### src/hw/rtl/assert_macros.svh
// Assertion macros for the sorted key table RTL.
// Included by modules that carry concurrent assertions; no dependencies.
`ifndef ASSERT_MACROS_SVH
`define ASSERT_MACROS_SVH
`ifndef NO_ASSERTIONS
`define SKT_ASSERT(lbl, clk, rstn, prop) \
  lbl: assert property (@(posedge clk) disable iff (!rstn) prop) \
    else $error("assertion failed");
`define SKT_ASSERT_NEXT(lbl, clk, rstn, pre, post) \
  lbl: assert property (@(posedge clk) disable iff (!rstn) (pre) |=> (post)) \
    else $error("assertion failed");
`else
`define SKT_ASSERT(lbl, clk, rstn, prop)
`define SKT_ASSERT_NEXT(lbl, clk, rstn, pre, post)
`endif
`endif

### src/hw/rtl/skt_pkg.sv
// Shared types and constants of the sorted key table.
// No dependencies; used by skt_ctrl, skt_datapath and the top level.
`default_nettype none
package skt_pkg;

  localparam int unsigned DefaultDepth = 1024;
  localparam int unsigned OutW         = 11;

  typedef enum logic [1:0] {
    FUNC_CLEAR  = 2'd0,
    FUNC_APPEND = 2'd1,
    FUNC_SORT   = 2'd2,
    FUNC_QUERY  = 2'd3
  } func_e;

  typedef struct packed {
    logic [63:0] key_high;
    logic [63:0] key_low;
    logic [63:0] value;
  } entry_t;

  typedef enum logic [4:0] {
    OP_NOP,
    OP_ACCEPT,
    OP_BLD_LOAD,
    OP_CUR_LOAD,
    OP_SIFT_RC,
    OP_SIFT_C1,
    OP_SIFT_C2,
    OP_SIFT_DEC,
    OP_EXT_RD_I,
    OP_EXT_RD_0,
    OP_EXT_WR,
    OP_QL_STEP,
    OP_QL_CMP,
    OP_QL_FIN,
    OP_QU_STEP,
    OP_QU_CMP,
    OP_QU_FIN
  } dp_op_e;

  typedef struct packed {
    dp_op_e op;
    logic   load_out;
  } cmd_t;

  typedef struct packed {
    logic small_table;
    logic i_zero;
    logic child_lt_lim;
    logic child1_lt_lim;
    logic best_is_root;
    logic ext_phase;
    logic lo_lt_hx;
    logic lo_lt_n;
    logic key_eq;
  } status_t;

endpackage
`default_nettype wire

### src/hw/rtl/skt_ctrl.sv
// Sequencer of the sorted key table: handshakes, sort and search steps.
// Depends on skt_pkg and assert_macros.svh.
`default_nettype none
`include "assert_macros.svh"
module skt_ctrl (
  input  wire logic            clk_i,
  input  wire logic            rst_ni,
  input  wire logic            in_valid_i,
  output logic                 in_ready_o,
  input  wire logic [1:0]      func_i,
  output logic                 out_valid_o,
  input  wire logic            out_ready_i,
  input  wire skt_pkg::status_t status_i,
  output skt_pkg::cmd_t        cmd_o
);
  import skt_pkg::*;

  typedef enum logic [16:0] {
    ST_IDLE = 17'h00001,
    ST_BLD  = 17'h00002,
    ST_CUR  = 17'h00004,
    ST_SRC  = 17'h00008,
    ST_SC1  = 17'h00010,
    ST_SC2  = 17'h00020,
    ST_SDEC = 17'h00040,
    ST_ECHK = 17'h00080,
    ST_ERDI = 17'h00100,
    ST_ERD0 = 17'h00200,
    ST_EWR  = 17'h00400,
    ST_QLS  = 17'h00800,
    ST_QLC  = 17'h01000,
    ST_QLF  = 17'h02000,
    ST_QUS  = 17'h04000,
    ST_QUC  = 17'h08000,
    ST_QUF  = 17'h10000
  } state_e;

  state_e state_q, state_d;
  logic   fin_q, fin_d;
  logic   out_valid_q;
  logic   load_out;
  logic   accept;

  assign in_ready_o  = (state_q == ST_IDLE) && !fin_q;
  assign accept      = in_valid_i && in_ready_o;
  assign load_out    = fin_q && (!out_valid_q || out_ready_i);
  assign out_valid_o = out_valid_q;

  always_comb begin
    state_d      = state_q;
    fin_d        = fin_q && !load_out;
    cmd_o.op       = OP_NOP;
    cmd_o.load_out = load_out;
    unique case (state_q)
      ST_IDLE: begin
        if (accept) begin
          cmd_o.op = OP_ACCEPT;
          case (func_i)
            FUNC_SORT: begin
              if (status_i.small_table) begin
                fin_d = 1'b1;
              end else begin
                state_d = ST_BLD;
              end
            end
            FUNC_QUERY: state_d = ST_QLS;
            default:    fin_d = 1'b1;
          endcase
        end
      end
      ST_BLD: begin
        cmd_o.op = OP_BLD_LOAD;
        state_d  = status_i.i_zero ? ST_ECHK : ST_CUR;
      end
      ST_CUR: begin
        cmd_o.op = OP_CUR_LOAD;
        state_d  = ST_SRC;
      end
      ST_SRC: begin
        cmd_o.op = OP_SIFT_RC;
        state_d  = status_i.child_lt_lim ? ST_SC1 : ST_SDEC;
      end
      ST_SC1: begin
        cmd_o.op = OP_SIFT_C1;
        state_d  = status_i.child1_lt_lim ? ST_SC2 : ST_SDEC;
      end
      ST_SC2: begin
        cmd_o.op = OP_SIFT_C2;
        state_d  = ST_SDEC;
      end
      ST_SDEC: begin
        cmd_o.op = OP_SIFT_DEC;
        if (!status_i.best_is_root) begin
          state_d = ST_SRC;
        end else if (status_i.ext_phase) begin
          state_d = ST_ECHK;
        end else begin
          state_d = ST_BLD;
        end
      end
      ST_ECHK: begin
        if (status_i.i_zero) begin
          state_d = ST_IDLE;
          fin_d   = 1'b1;
        end else begin
          state_d = ST_ERDI;
        end
      end
      ST_ERDI: begin
        cmd_o.op = OP_EXT_RD_I;
        state_d  = ST_ERD0;
      end
      ST_ERD0: begin
        cmd_o.op = OP_EXT_RD_0;
        state_d  = ST_EWR;
      end
      ST_EWR: begin
        cmd_o.op = OP_EXT_WR;
        state_d  = ST_SRC;
      end
      ST_QLS: begin
        cmd_o.op = OP_QL_STEP;
        if (status_i.lo_lt_hx) begin
          state_d = ST_QLC;
        end else if (status_i.lo_lt_n) begin
          state_d = ST_QLF;
        end else begin
          state_d = ST_IDLE;
          fin_d   = 1'b1;
        end
      end
      ST_QLC: begin
        cmd_o.op = OP_QL_CMP;
        state_d  = ST_QLS;
      end
      ST_QLF: begin
        cmd_o.op = OP_QL_FIN;
        if (status_i.key_eq) begin
          state_d = ST_QUS;
        end else begin
          state_d = ST_IDLE;
          fin_d   = 1'b1;
        end
      end
      ST_QUS: begin
        cmd_o.op = OP_QU_STEP;
        state_d  = status_i.lo_lt_hx ? ST_QUC : ST_QUF;
      end
      ST_QUC: begin
        cmd_o.op = OP_QU_CMP;
        state_d  = ST_QUS;
      end
      ST_QUF: begin
        cmd_o.op = OP_QU_FIN;
        state_d  = ST_IDLE;
        fin_d    = 1'b1;
      end
      default: state_d = ST_IDLE;
    endcase
  end

  always_ff @(posedge clk_i or negedge rst_ni) begin
    if (!rst_ni) begin
      state_q     <= ST_IDLE;
      fin_q       <= 1'b0;
      out_valid_q <= 1'b0;
    end else begin
      state_q <= state_d;
      fin_q   <= fin_d;
      if (load_out) begin
        out_valid_q <= 1'b1;
      end else if (out_ready_i) begin
        out_valid_q <= 1'b0;
      end
    end
  end

  `SKT_ASSERT_NEXT(a_load_sets_valid, clk_i, rst_ni, load_out, out_valid_q && !fin_q)
  `SKT_ASSERT(a_busy_blocks_input, clk_i, rst_ni, (state_q != ST_IDLE) |-> !in_ready_o)
  `SKT_ASSERT_NEXT(a_fin_only_idle, clk_i, rst_ni, fin_q, state_q == ST_IDLE)

endmodule
`default_nettype wire

### config.mk
export PLATFORM = sky130hd
export DESIGN_NAME = skt_ctrl
export DESIGN_NICKNAME = d
export VERILOG_FILES = /design/src/hw/rtl/skt_pkg.sv /design/src/hw/rtl/skt_ctrl.sv
export VERILOG_INCLUDE_DIRS = /design/src /design/src/hw/rtl
export SDC_FILE = /design/constraint.sdc
export NUM_CORES = 1
export LEC_CHECK = 0
export ABC_AREA = 1
export BUFFER_PORTS_ARGS = -buffer_cell sky130_fd_sc_hd__clkbuf_2
export CAP_MARGIN = 20
export CORE_ASPECT_RATIO = 1.25
export CORE_MARGIN = 2
export CORE_UTILIZATION = 35
export CTS_CLUSTER_SIZE = 28
export DETAILED_ROUTE_END_ITERATION = 7
export GPL_TIMING_DRIVEN = 0
export SLEW_MARGIN = 10
export SYNTH_ARGS = -nofsm -noshare
export SYNTH_HDL_FRONTEND = slang
export SYNTH_SLANG_ARGS = --single-unit
### constraint.sdc
create_clock -name clk_i -period 2.33 [get_ports clk_i]
set_clock_uncertainty 0.05 [all_clocks]
set_input_delay 0 -clock clk_i [delete_from_list [all_inputs] [get_ports clk_i]]
set_output_delay 0 -clock clk_i [all_outputs]
set_load 0.005 [all_outputs]
==> Yosys cells after proc, flatten, opt, wreduce, memory -nomap -nowiden <==
Index checks and enable logic that the tools add are counted.
{ "op_classes": {"addsub": 0, "n_mul": 0, "div": 0, "order_cmp": 0, "n_eq_ne": 22, "n_shift": 0, "muxes": 26, "n_bitwise": 0, "reduce_logical": 11} }
{ "ops": {"columns": ["cell", "count"], "rows": [
  ["one-hot mux 17 bit (15 select lines)", 1],
  ["one-hot mux 5 bit (16 select lines)", 1],
  ["2-to-1 mux 17 bit", 3],
  ["one-hot mux 17 bit (2 select lines)", 1],
  ["2-to-1 mux 14 bit", 2],
  ["2-to-1 mux 8 bit", 3],
  ["equality test 17 x 1 -> 1 bit, second input constant", 1],
  ["equality test 17 x 10 -> 1 bit, second input constant", 1],
  ["equality test 17 x 11 -> 1 bit, second input constant", 1],
  ["equality test 17 x 12 -> 1 bit, second input constant", 1],
  ["equality test 17 x 13 -> 1 bit, second input constant", 1],
  ["equality test 17 x 14 -> 1 bit, second input constant", 1],
  ["equality test 17 x 15 -> 1 bit, second input constant", 1],
  ["equality test 17 x 16 -> 1 bit, second input constant", 1],
  ["equality test 17 bit, second input constant", 1],
  ["equality test 17 x 2 -> 1 bit, second input constant", 1],
  ["equality test 17 x 3 -> 1 bit, second input constant", 1],
  ["equality test 17 x 4 -> 1 bit, second input constant", 1],
  ["equality test 17 x 5 -> 1 bit, second input constant", 1],
  ["equality test 17 x 6 -> 1 bit, second input constant", 1],
  ["equality test 17 x 7 -> 1 bit, second input constant", 1],
  ["equality test 17 x 8 -> 1 bit, second input constant", 1],
  ["equality test 17 x 9 -> 1 bit, second input constant", 1],
  ["2-to-1 mux 15 bit", 1],
  ["other kinds (15)", 30]
]} }
{ "word_totals": {"regBits": 19, "latch_bits": 0, "mem_bits_rw": 0, "rom_bits": 0, "in_bits": 15, "out_inout_bits": 8, "word_cells": 62, "n_memories": 0} }

==> Depth between registers and ports, before layout <==
Gate-level depths: netlist of the first run.
{ "depth": {"ltp_word": 9, "ltp_mapped": 11, "ltp_nobuf": 11} }

==> Worst setup path after synthesis of the first run <==
OpenSTA, ideal clock, no wires.
{ "synth_path": {"kind": "register -> register", "from": "register state_q[8]", "to": "register state_q[11]", "setup_time_ps": 71, "t_arrival_ps": 1324, "t_required_ps": 2209, "slack_ps": 885, "stages_incl_launch_ff": 10, "n_path_buf": 0, "period_less_slack_ps": 1445, "path_cell_list": "dfrtp_1 nor2_4 nand2_4 nor2_8 nand3_4 nor2_4 nand2_2 o21ai_2 nand2_1 nor2_1"} }
{ "synth_via": {"elab_chain_len": 5, "word_cells_on_any_way": 24, "classes_between": "eq/ne (19); mux (1); reduce/logical (4)"} }
{ "synth_rtl": {"columns": ["element", "line", "source"], "rows": [
  ["start, declared", "skt_ctrl.sv:38", "state_e state_q, state_d;"],
  ["start signal, assigned", "skt_ctrl.sv:168", "state_q <= state_d;"],
  ["equality test 17 x 1 -> 1 bit", "skt_ctrl.sv:44", "assign in_ready_o = (state_q == ST_IDLE) && !fin_q;"],
  ["logical AND 1 bit", "skt_ctrl.sv:44", null],
  ["named net in_ready_o", "skt_ctrl.sv:9", "output logic in_ready_o,"],
  ["logical AND 1 bit", "skt_ctrl.sv:45", "assign accept = in_valid_i && in_ready_o;"],
  ["!= test 2 bit (no source line)", null, null],
  ["AND reduction 3 bit (no source line)", null, null]
]} }
The timed path passes the listed nets, and every way through them passes these cells.
A chain may end at the register's enable or synchronous reset.

==> results.yml, run 1 <==
outcome:
  status: "complete, but fails checks"
  failed_checks: "negative hold slack"
floorplanning:
  die_height_um: 69.8
  ioPinCount: 23
  die_footprint_um2: 3960
  fp-row-count: 23
  starting_density_of_the_core: 0.373
  fp.coreArea_um2: 3250
  x_dimension_of_the_die_um: 56.7
logic_synthesis:
  synth.yosys.seq_area_share: 0.393
  yosysWarnings: 0
  synth_top_flop_cell: "sky130_fd_sc_hd__dfrtp_1"
  synth.avg_cell_area_um2: 7.31
  synth.cell_area_um2: 1210
  post_synth_most_frequent_cells: "sky130_fd_sc_hd__nor2_1 (37), sky130_fd_sc_hd__inv_1 (28), sky130_fd_sc_hd__nand2_1 (24), sky130_fd_sc_hd__dfrtp_1 (18), sky130_fd_sc_hd__nand3_1 (14)"
  yosys.area.top_type_share: 0.371
  postSynth.asyncResetShare: 1.00
  yosysMostFrequentCell: "sky130_fd_sc_hd__nor2_1"
  number_of_enable_flip_flop_cells_after_synthesis: 0
  syn_nets: 181
  synth.ff_latch_count: 19
  synth_cell_types: 28
  netlist_instances: 166
  synth.top_cells.by_area: "sky130_fd_sc_hd__dfrtp_1 (37%), sky130_fd_sc_hd__nor2_1 (11%), sky130_fd_sc_hd__inv_1 (8.7%)"
  synth_area_leader_cell: "sky130_fd_sc_hd__dfrtp_1"
global_routing:
  grt_pass1_wl_um: 5040
  use_met3: 0.0187
  grt_overflow_total: 0
  grt_max_degree: 20
  use_met2: 0.264
  grt_pass1_vias: 1148
  grt_use_met1: 0.212
  groute.usage.overall: 0.162
  grt_antenna_before_repair: 0
  grt.busiest_layer: "met2"
detailed_routing:
  antenna_violating_nets_post_route: 0
  num_vias: 1163
  totalWireLength_um: 2920
  drcViolationCount: 0
  drt_pass1_iterations: 4
  detailedRoute.firstIterationViolations: 33
  routed_wire_length_per_instance_um: 12.2
  avgViaCountPerCell: 4.87
cts:
  h-tree-depth: 1
  cts-root-buf: "sky130_fd_sc_hd__clkbuf_8"
  cts_made_buffers: 3
  clockBufferDepth: 2
  worst_setup_hold_path_clk_slew_ps: 70
  clk_latency_ps: 260
  clkSinkCount: 19
  tritoncts: "done"
critical_path:
  cp_cell_sequence: "nor2_2, nand2_1, nor2_4, nand2_1, nor3_2, nor2_1, nand4_1, clkbuf_2"
  critPathBufInv: 1
  critical_path_peak_fanout: 9
  timing.reg2reg.setup_slack_ps: 560
  critical-path-top-cell-by-count: "sky130_fd_sc_hd__nand2_1"
  worstPathArrival_ps: 1810
  startpoint_type: "flip-flop"
  reg2reg_to: "state_q[0]$_DFFE_PN1P_"
  cp.required_ps: 2280
  critical-path-max-stage-delay_ps: 410
  timing.reg2reg.worst_path_depth: 9
  timing_worst_setup_path_type: "flip-flop to output port"
  critical_path.reg2reg.startpoint: "state_q[5]$_DFFE_PN0P_"
  crit_path_end_kind: "output port"
  cell_family_with_the_largest_share_of_critical_path_delay: "simple AND/OR/NAND/NOR gates"
  crit_path_top_delay_cell: "sky130_fd_sc_hd__dfrtp_1"
sta:
  layout_worst_path_cycle_share: 0.798
  timing_max_transition_violations_final: 0
  maxSlewHeadroom: 0.668
  period_minus_slack_ps: 1860
  endpoints_failing_setup: 0
  final.setup.tns_ps: 0
  timing_worst_slew_pin_value_ps: 498
  timing.final.hold_violations: 1
  achievable-frequency_mhz: 538
  finalHoldWorstSlack_ps: -1.64
  unrepaired_setup_endpoints_after_global_routing: "false"
run:
  drv.max_cap_violation_count: 0
placement:
  io_buffers: 22
  place.detailed.instances: 225
  detailed_place_hpwl_um: 2290
  gp_routability_congestion: 0.971
min_path:
  hold_start: "in_valid_i"
  min_path_cells: 3
  worstHoldEndpoint: "fin_q$_DFF_PN0_"
  timing.hold.worst.class: "primary input to flip-flop"
final_layout:
  count_of_placed_standard_cells_in_the_final_layout_fillers_left_out: 239
  fraction_of_final_layout_cells_with_drive_strength_greater_than_1: 0.233
  nFillCells: 331
  syn2layout_area_growth_pct: 24.8
  final_nets: 218
  antenna-diode-count: 0
power_and_ir_drop:
  max-vdd-ir-drop_uv: 523
  finalPower_mw: 1.09
  pwr_density_cell_nw_per_um2: 723
  p_leak_nw: 0.859
-- cell families (layout without fill, tap and decap cells) --
group | after synthesis | in the layout | synth area share
AO/OA/AOI/OAI | 14 | 14 | 0.0722
buffers and inverters | 32 | 68 | 0.102
flip-flops | 19 | 19 | 0.393
AND/OR/NAND/NOR | 101 | 101 | 0.433
-- worst min-delay path: stages --
cell and delay (ps):
sky130_fd_sc_hd__clkbuf_2 100, sky130_fd_sc_hd__nand3_1 90, sky130_fd_sc_hd__nand3_1 70
-- layout make-up --
class,count,area [um2],area share
buffer,1,7.51,0.00495
clock buffer,4,45.0,0.0297
inverter,31,116,0.0768
multi-input combinational,115,613,0.405
sequential,19,477,0.315
tap,37,46.3,0.0306
timing repair buffer,32,210,0.139
-- placed cells by master (no fill, tap or decap), drive strengths merged --
cell type	netlist	final
nand3	17	17
o21ai	6	6
nor3	2	2
clkbuf	0	26
nand2	27	27
nor2	46	46
dfstp	1	1
a21oi	2	2
buf	1	1
o32ai	1	1
a31oi	1	1
o22ai	2	2
o211ai	1	1
dlygate4sd3	0	10
dfrtp	18	18
inv	31	31
nand3b	3	3
and2	1	1
nand4	5	5
o221ai	1	1
-- power by group --
part	leakage [nW]	switching (mW)	internal (mW)
combinational	0.578	0.284	0.184
sequential	0.259	0.0253	0.369
clock	0.0228	0.111	0.122
total	0.859	0.420	0.675
-- worst max-delay path by stage --
stage | from | endpoint | slack [ps] | cells after the start
2_1_floorplan | state_q[8]$_DFFE_PN0P_ | state_q[11]$_DFFE_PN0P_ | 890 | 9
3_3_place_gp | state_q[2]$_DFFE_PN0P_ | state_q[0]$_DFFE_PN1P_ | 620 | 9
3_5_place_dp | state_q[5]$_DFFE_PN0P_ | state_q[0]$_DFFE_PN1P_ | 580 | 9
4_1_cts | state_q[5]$_DFFE_PN0P_ | cmd_o[3] | 490 | 8
5_1_grt | state_q[5]$_DFFE_PN0P_ | cmd_o[3] | 310 | 8
6_report | state_q[5]$_DFFE_PN0P_ | cmd_o[3] | 470 | 8
-- sequential cells by signal, indices dropped and copies added, names as in the netlist --
name / flops
state_q: 17
fin_q: 1
out_valid_o: 1
-- per-stage QoR --
step / hold slack [ps] / worst slack [ps] / cell area, um2 / util
global route: 22.9 / 315 / 1520 / 0.466
detailed placement: -65.4 / 584 / 1370 / 0.421
global placement: -66.9 / 621 / 1370 / 0.421
CTS: 0.635 / 491 / 1520 / 0.466
finish: -1.64 / 471 / 1520 / 0.466
floorplan: -346 / 885 / 1210 / -
-- repair_timing --
action / CTS / global route
gates resized for setup: 0 / 0
hold endpoints to repair: 32 / 0
hold buffers: 10 / 0
setup buffers: 0 / 0
-- metal layers --
metal  share of wire  vias to the layer above
li1                -                      597
met1            0.46                      535
met2            0.49                       27
met3           0.032                        4
met4           0.018                        0
met5               0                        -
No activity file was read; power rests on OpenSTA's default activity.
==> inputs of run 2 (changes only) <==
clock period = 1.5 ns   (was 2.33 ns; I/O delays follow)
==> run 2 against run 1 <==
- the flow finishes with violations (negative hold slack, negative setup slack)
- sequential share of layout area shrank 4.8 points
- final area rose by 18%
- die area stayed put
- register-to-register slack lost 810 ps
- critical endpoint is now cmd_o[4]
- wire length rose by 18%
- non-clock buffer count up 19
==> results.yml, run 2 (synthesis results as in run 1) <==
outcome:
  status: "complete, but fails checks"
  failed_checks: "negative hold slack, negative setup slack"
critical_path:
  reg2reg_to: "state_q[11]$_DFFE_PN0P_"
  timing.reg2reg.setup_slack_ps: -250
  crit_path_end_kind: "output port"
  critical_path_peak_fanout: 8
  worstPathArrival_ps: 1740
  startpoint_type: "flip-flop"
  critical_path.reg2reg.startpoint: "state_q[3]$_DFFE_PN0P_"
  timing_worst_setup_path_type: "flip-flop to output port"
  cp.required_ps: 1450
  crit_start: "state_q[3]$_DFFE_PN0P_"
  timing.reg2reg.worst_path_depth: 9
sta:
  layout_worst_path_cycle_share: 1.20
  period_minus_slack_ps: 1790
  timing.final.hold_violations: 1
  timing_max_transition_violations_final: 0
  unrepaired_setup_endpoints_after_global_routing: "true"
  postLayoutSetupSlackWorst_ps: -293
  finalHoldWorstSlack_ps: -2.53
  endpoints_failing_setup: 12
  timing_worst_slew_pin_value_ps: 499
  achievable-frequency_mhz: 558
  maxSlewHeadroom: 0.668
  final.setup.tns_ps: -2410
global_routing:
  grt_overflow_total: 0
  grt_pass1_vias: 1272
  grt_pass1_wl_um: 5570
  grt_antenna_before_repair: 0
  grt_max_degree: 20
  groute.usage.overall: 0.181
final_layout:
  final_nets: 237
  multiInputGateArea_um2: 699
  postLayoutCellArea_um2: 1790
  syn2layout_area_growth_pct: 47.3
  area.sequential_um2: 477
  fraction_of_final_layout_cells_with_drive_strength_greater_than_1: 0.389
  top_register: "state_q"
  antenna-diode-count: 0
  layout.core_utilization: 0.550
  most_used_cells_in_the_layout_excluding_fill_and_tap_cells: "sky130_fd_sc_hd__inv_1 (27), sky130_fd_sc_hd__nor2_1 (26), sky130_fd_sc_hd__nand2_1 (20), sky130_fd_sc_hd__clkbuf_2 (20), sky130_fd_sc_hd__dfrtp_1 (18)"
  layout_commonest_cell: "sky130_fd_sc_hd__inv_1"
  nFillCells: 307
  largest_reg_flops: 17
cts:
  worst_setup_hold_path_clk_slew_ps: 70
  h-tree-depth: 1
  clk_latency_ps: 250
  cts-root-buf: "sky130_fd_sc_hd__clkbuf_8"
  tritoncts: "done"
  clkSinkCount: 19
  clockBufferDepth: 2
  cts_made_buffers: 3
placement:
  gp_routability_congestion: 0.971
  placed_standard_cell_area_um2: 1370
  detailed_place_hpwl_um: 2290
  io_buffers: 22
detailed_routing:
  antenna_violating_nets_post_route: 0
  totalWireLength_um: 3440
  routed_wire_length_per_instance_um: 13.3
  drt_pass1_iterations: 4
  detailedRoute.firstIterationViolations: 30
  avgViaCountPerCell: 4.88
  num_vias: 1260
  drcViolationCount: 0
power_and_ir_drop:
  share_comb_of_total_power: 0.517
  power.internal_mw: 1.25
  finalPower_mw: 2.02
  p_sw_mw: 0.773
  pwr_density_cell_nw_per_um2: 1130
  p_seq_frac: 0.305
  clkPwrFrac: 0.179
  p_leak_nw: 0.969
  max-vdd-ir-drop_uv: 874
  power_switching_share: 0.382
floorplanning:
  die_height_um: 69.8
  die_footprint_um2: 3960
  ioPinCount: 23
  fp.coreArea_um2: 3250
  fp-row-count: 23
  starting_density_of_the_core: 0.373
  x_dimension_of_the_die_um: 56.7
min_path:
  hold_start: "in_valid_i"
  timing.hold.worst.class: "primary input to flip-flop"
  min_path_cells: 3
  worstHoldEndpoint: "fin_q$_DFF_PN0_"
run:
  drv.max_cap_violation_count: 0
run 2: changes by cell type in the layout (fill, tap and decap cells not counted), moves of 4 or more:
cell,previous run,this run
sky130_fd_sc_hd__buf_4,1,14
sky130_fd_sc_hd__buf_6,0,7
sky130_fd_sc_hd__nand2_2,2,6
sky130_fd_sc_hd__nor2_2,4,14
sky130_fd_sc_hd__nand2_1,24,20
sky130_fd_sc_hd__nor2_1,37,26
run 2: how the worst max path moves through the flow:
stage               slack, ps  cells after the start                      end
global route             -420                      8                 cmd_o[4]
floorplan                  60                      9  state_q[11]$_DFFE_PN0P_
finish                   -290                      8                 cmd_o[4]
detailed placement       -250                      9   state_q[0]$_DFFE_PN1P_
global placement         -210                      9   state_q[0]$_DFFE_PN1P_
CTS                      -250                      8                 cmd_o[4]
run 2: what timing repair did:
item	CTS	global route
resized for setup	19	17
setup endpoints to repair	11	15
pin swaps	13	17
hold endpoints to repair	32	0
hold buffers	10	0
buffers inserted	12	7
run 2: power groups by stage:
stage / logic (mW) / clock network, mW / registers, mW
final: 1.04 / 0.361 / 0.616
after global routing: 1.14 / 0.398 / 0.623
after CTS: 0.911 / 0.368 / 0.616
after detailed placement: 0.709 / 0 / 0.622
after global placement: 0.694 / 0 / 0.621
after floorplan: 0.516 / 0 / 0.617
run 2: stage by stage:
stage | std cells | worst slack (ps)
detailed placement | 225 | -246
global route | 258 | -418
finish | 258 | -293
global placement | 225 | -209
floorplan | 166 | 55.0
CTS | 251 | -251
run 2: metal layers:
layer | vias to the layer above | wire length, um | global-route usage
met2 | 31 | 1880 | 0.306
li1 | 637 | - | -
met5 | - | 0 | 0
met3 | 2 | 118 | 0.0205
met4 | 0 | 25 | 0.0847
met1 | 590 | 1410 | 0.225
run 2: cell type report:
| type | count | area share |
|---|---|---|
| sequential | 19 | 0.267 |
| inverter | 31 | 0.0651 |
| multi-input combinational | 115 | 0.391 |
| buffer | 1 | 0.00420 |
| timing repair buffer | 51 | 0.222 |
| tap | 37 | 0.0259 |
| clock buffer | 4 | 0.0252 |
run 2: worst max-delay path, stage by stage, from the launching register on:
cell                       delay, ps
sky130_fd_sc_hd__dfrtp_1         390
sky130_fd_sc_hd__nor2_2          170
sky130_fd_sc_hd__nand2_2         100
sky130_fd_sc_hd__nor2_4          200
sky130_fd_sc_hd__nand2_1         140
sky130_fd_sc_hd__a31oi_2         210
sky130_fd_sc_hd__nor3_1           60
sky130_fd_sc_hd__nand3_1          80
sky130_fd_sc_hd__clkbuf_2        120
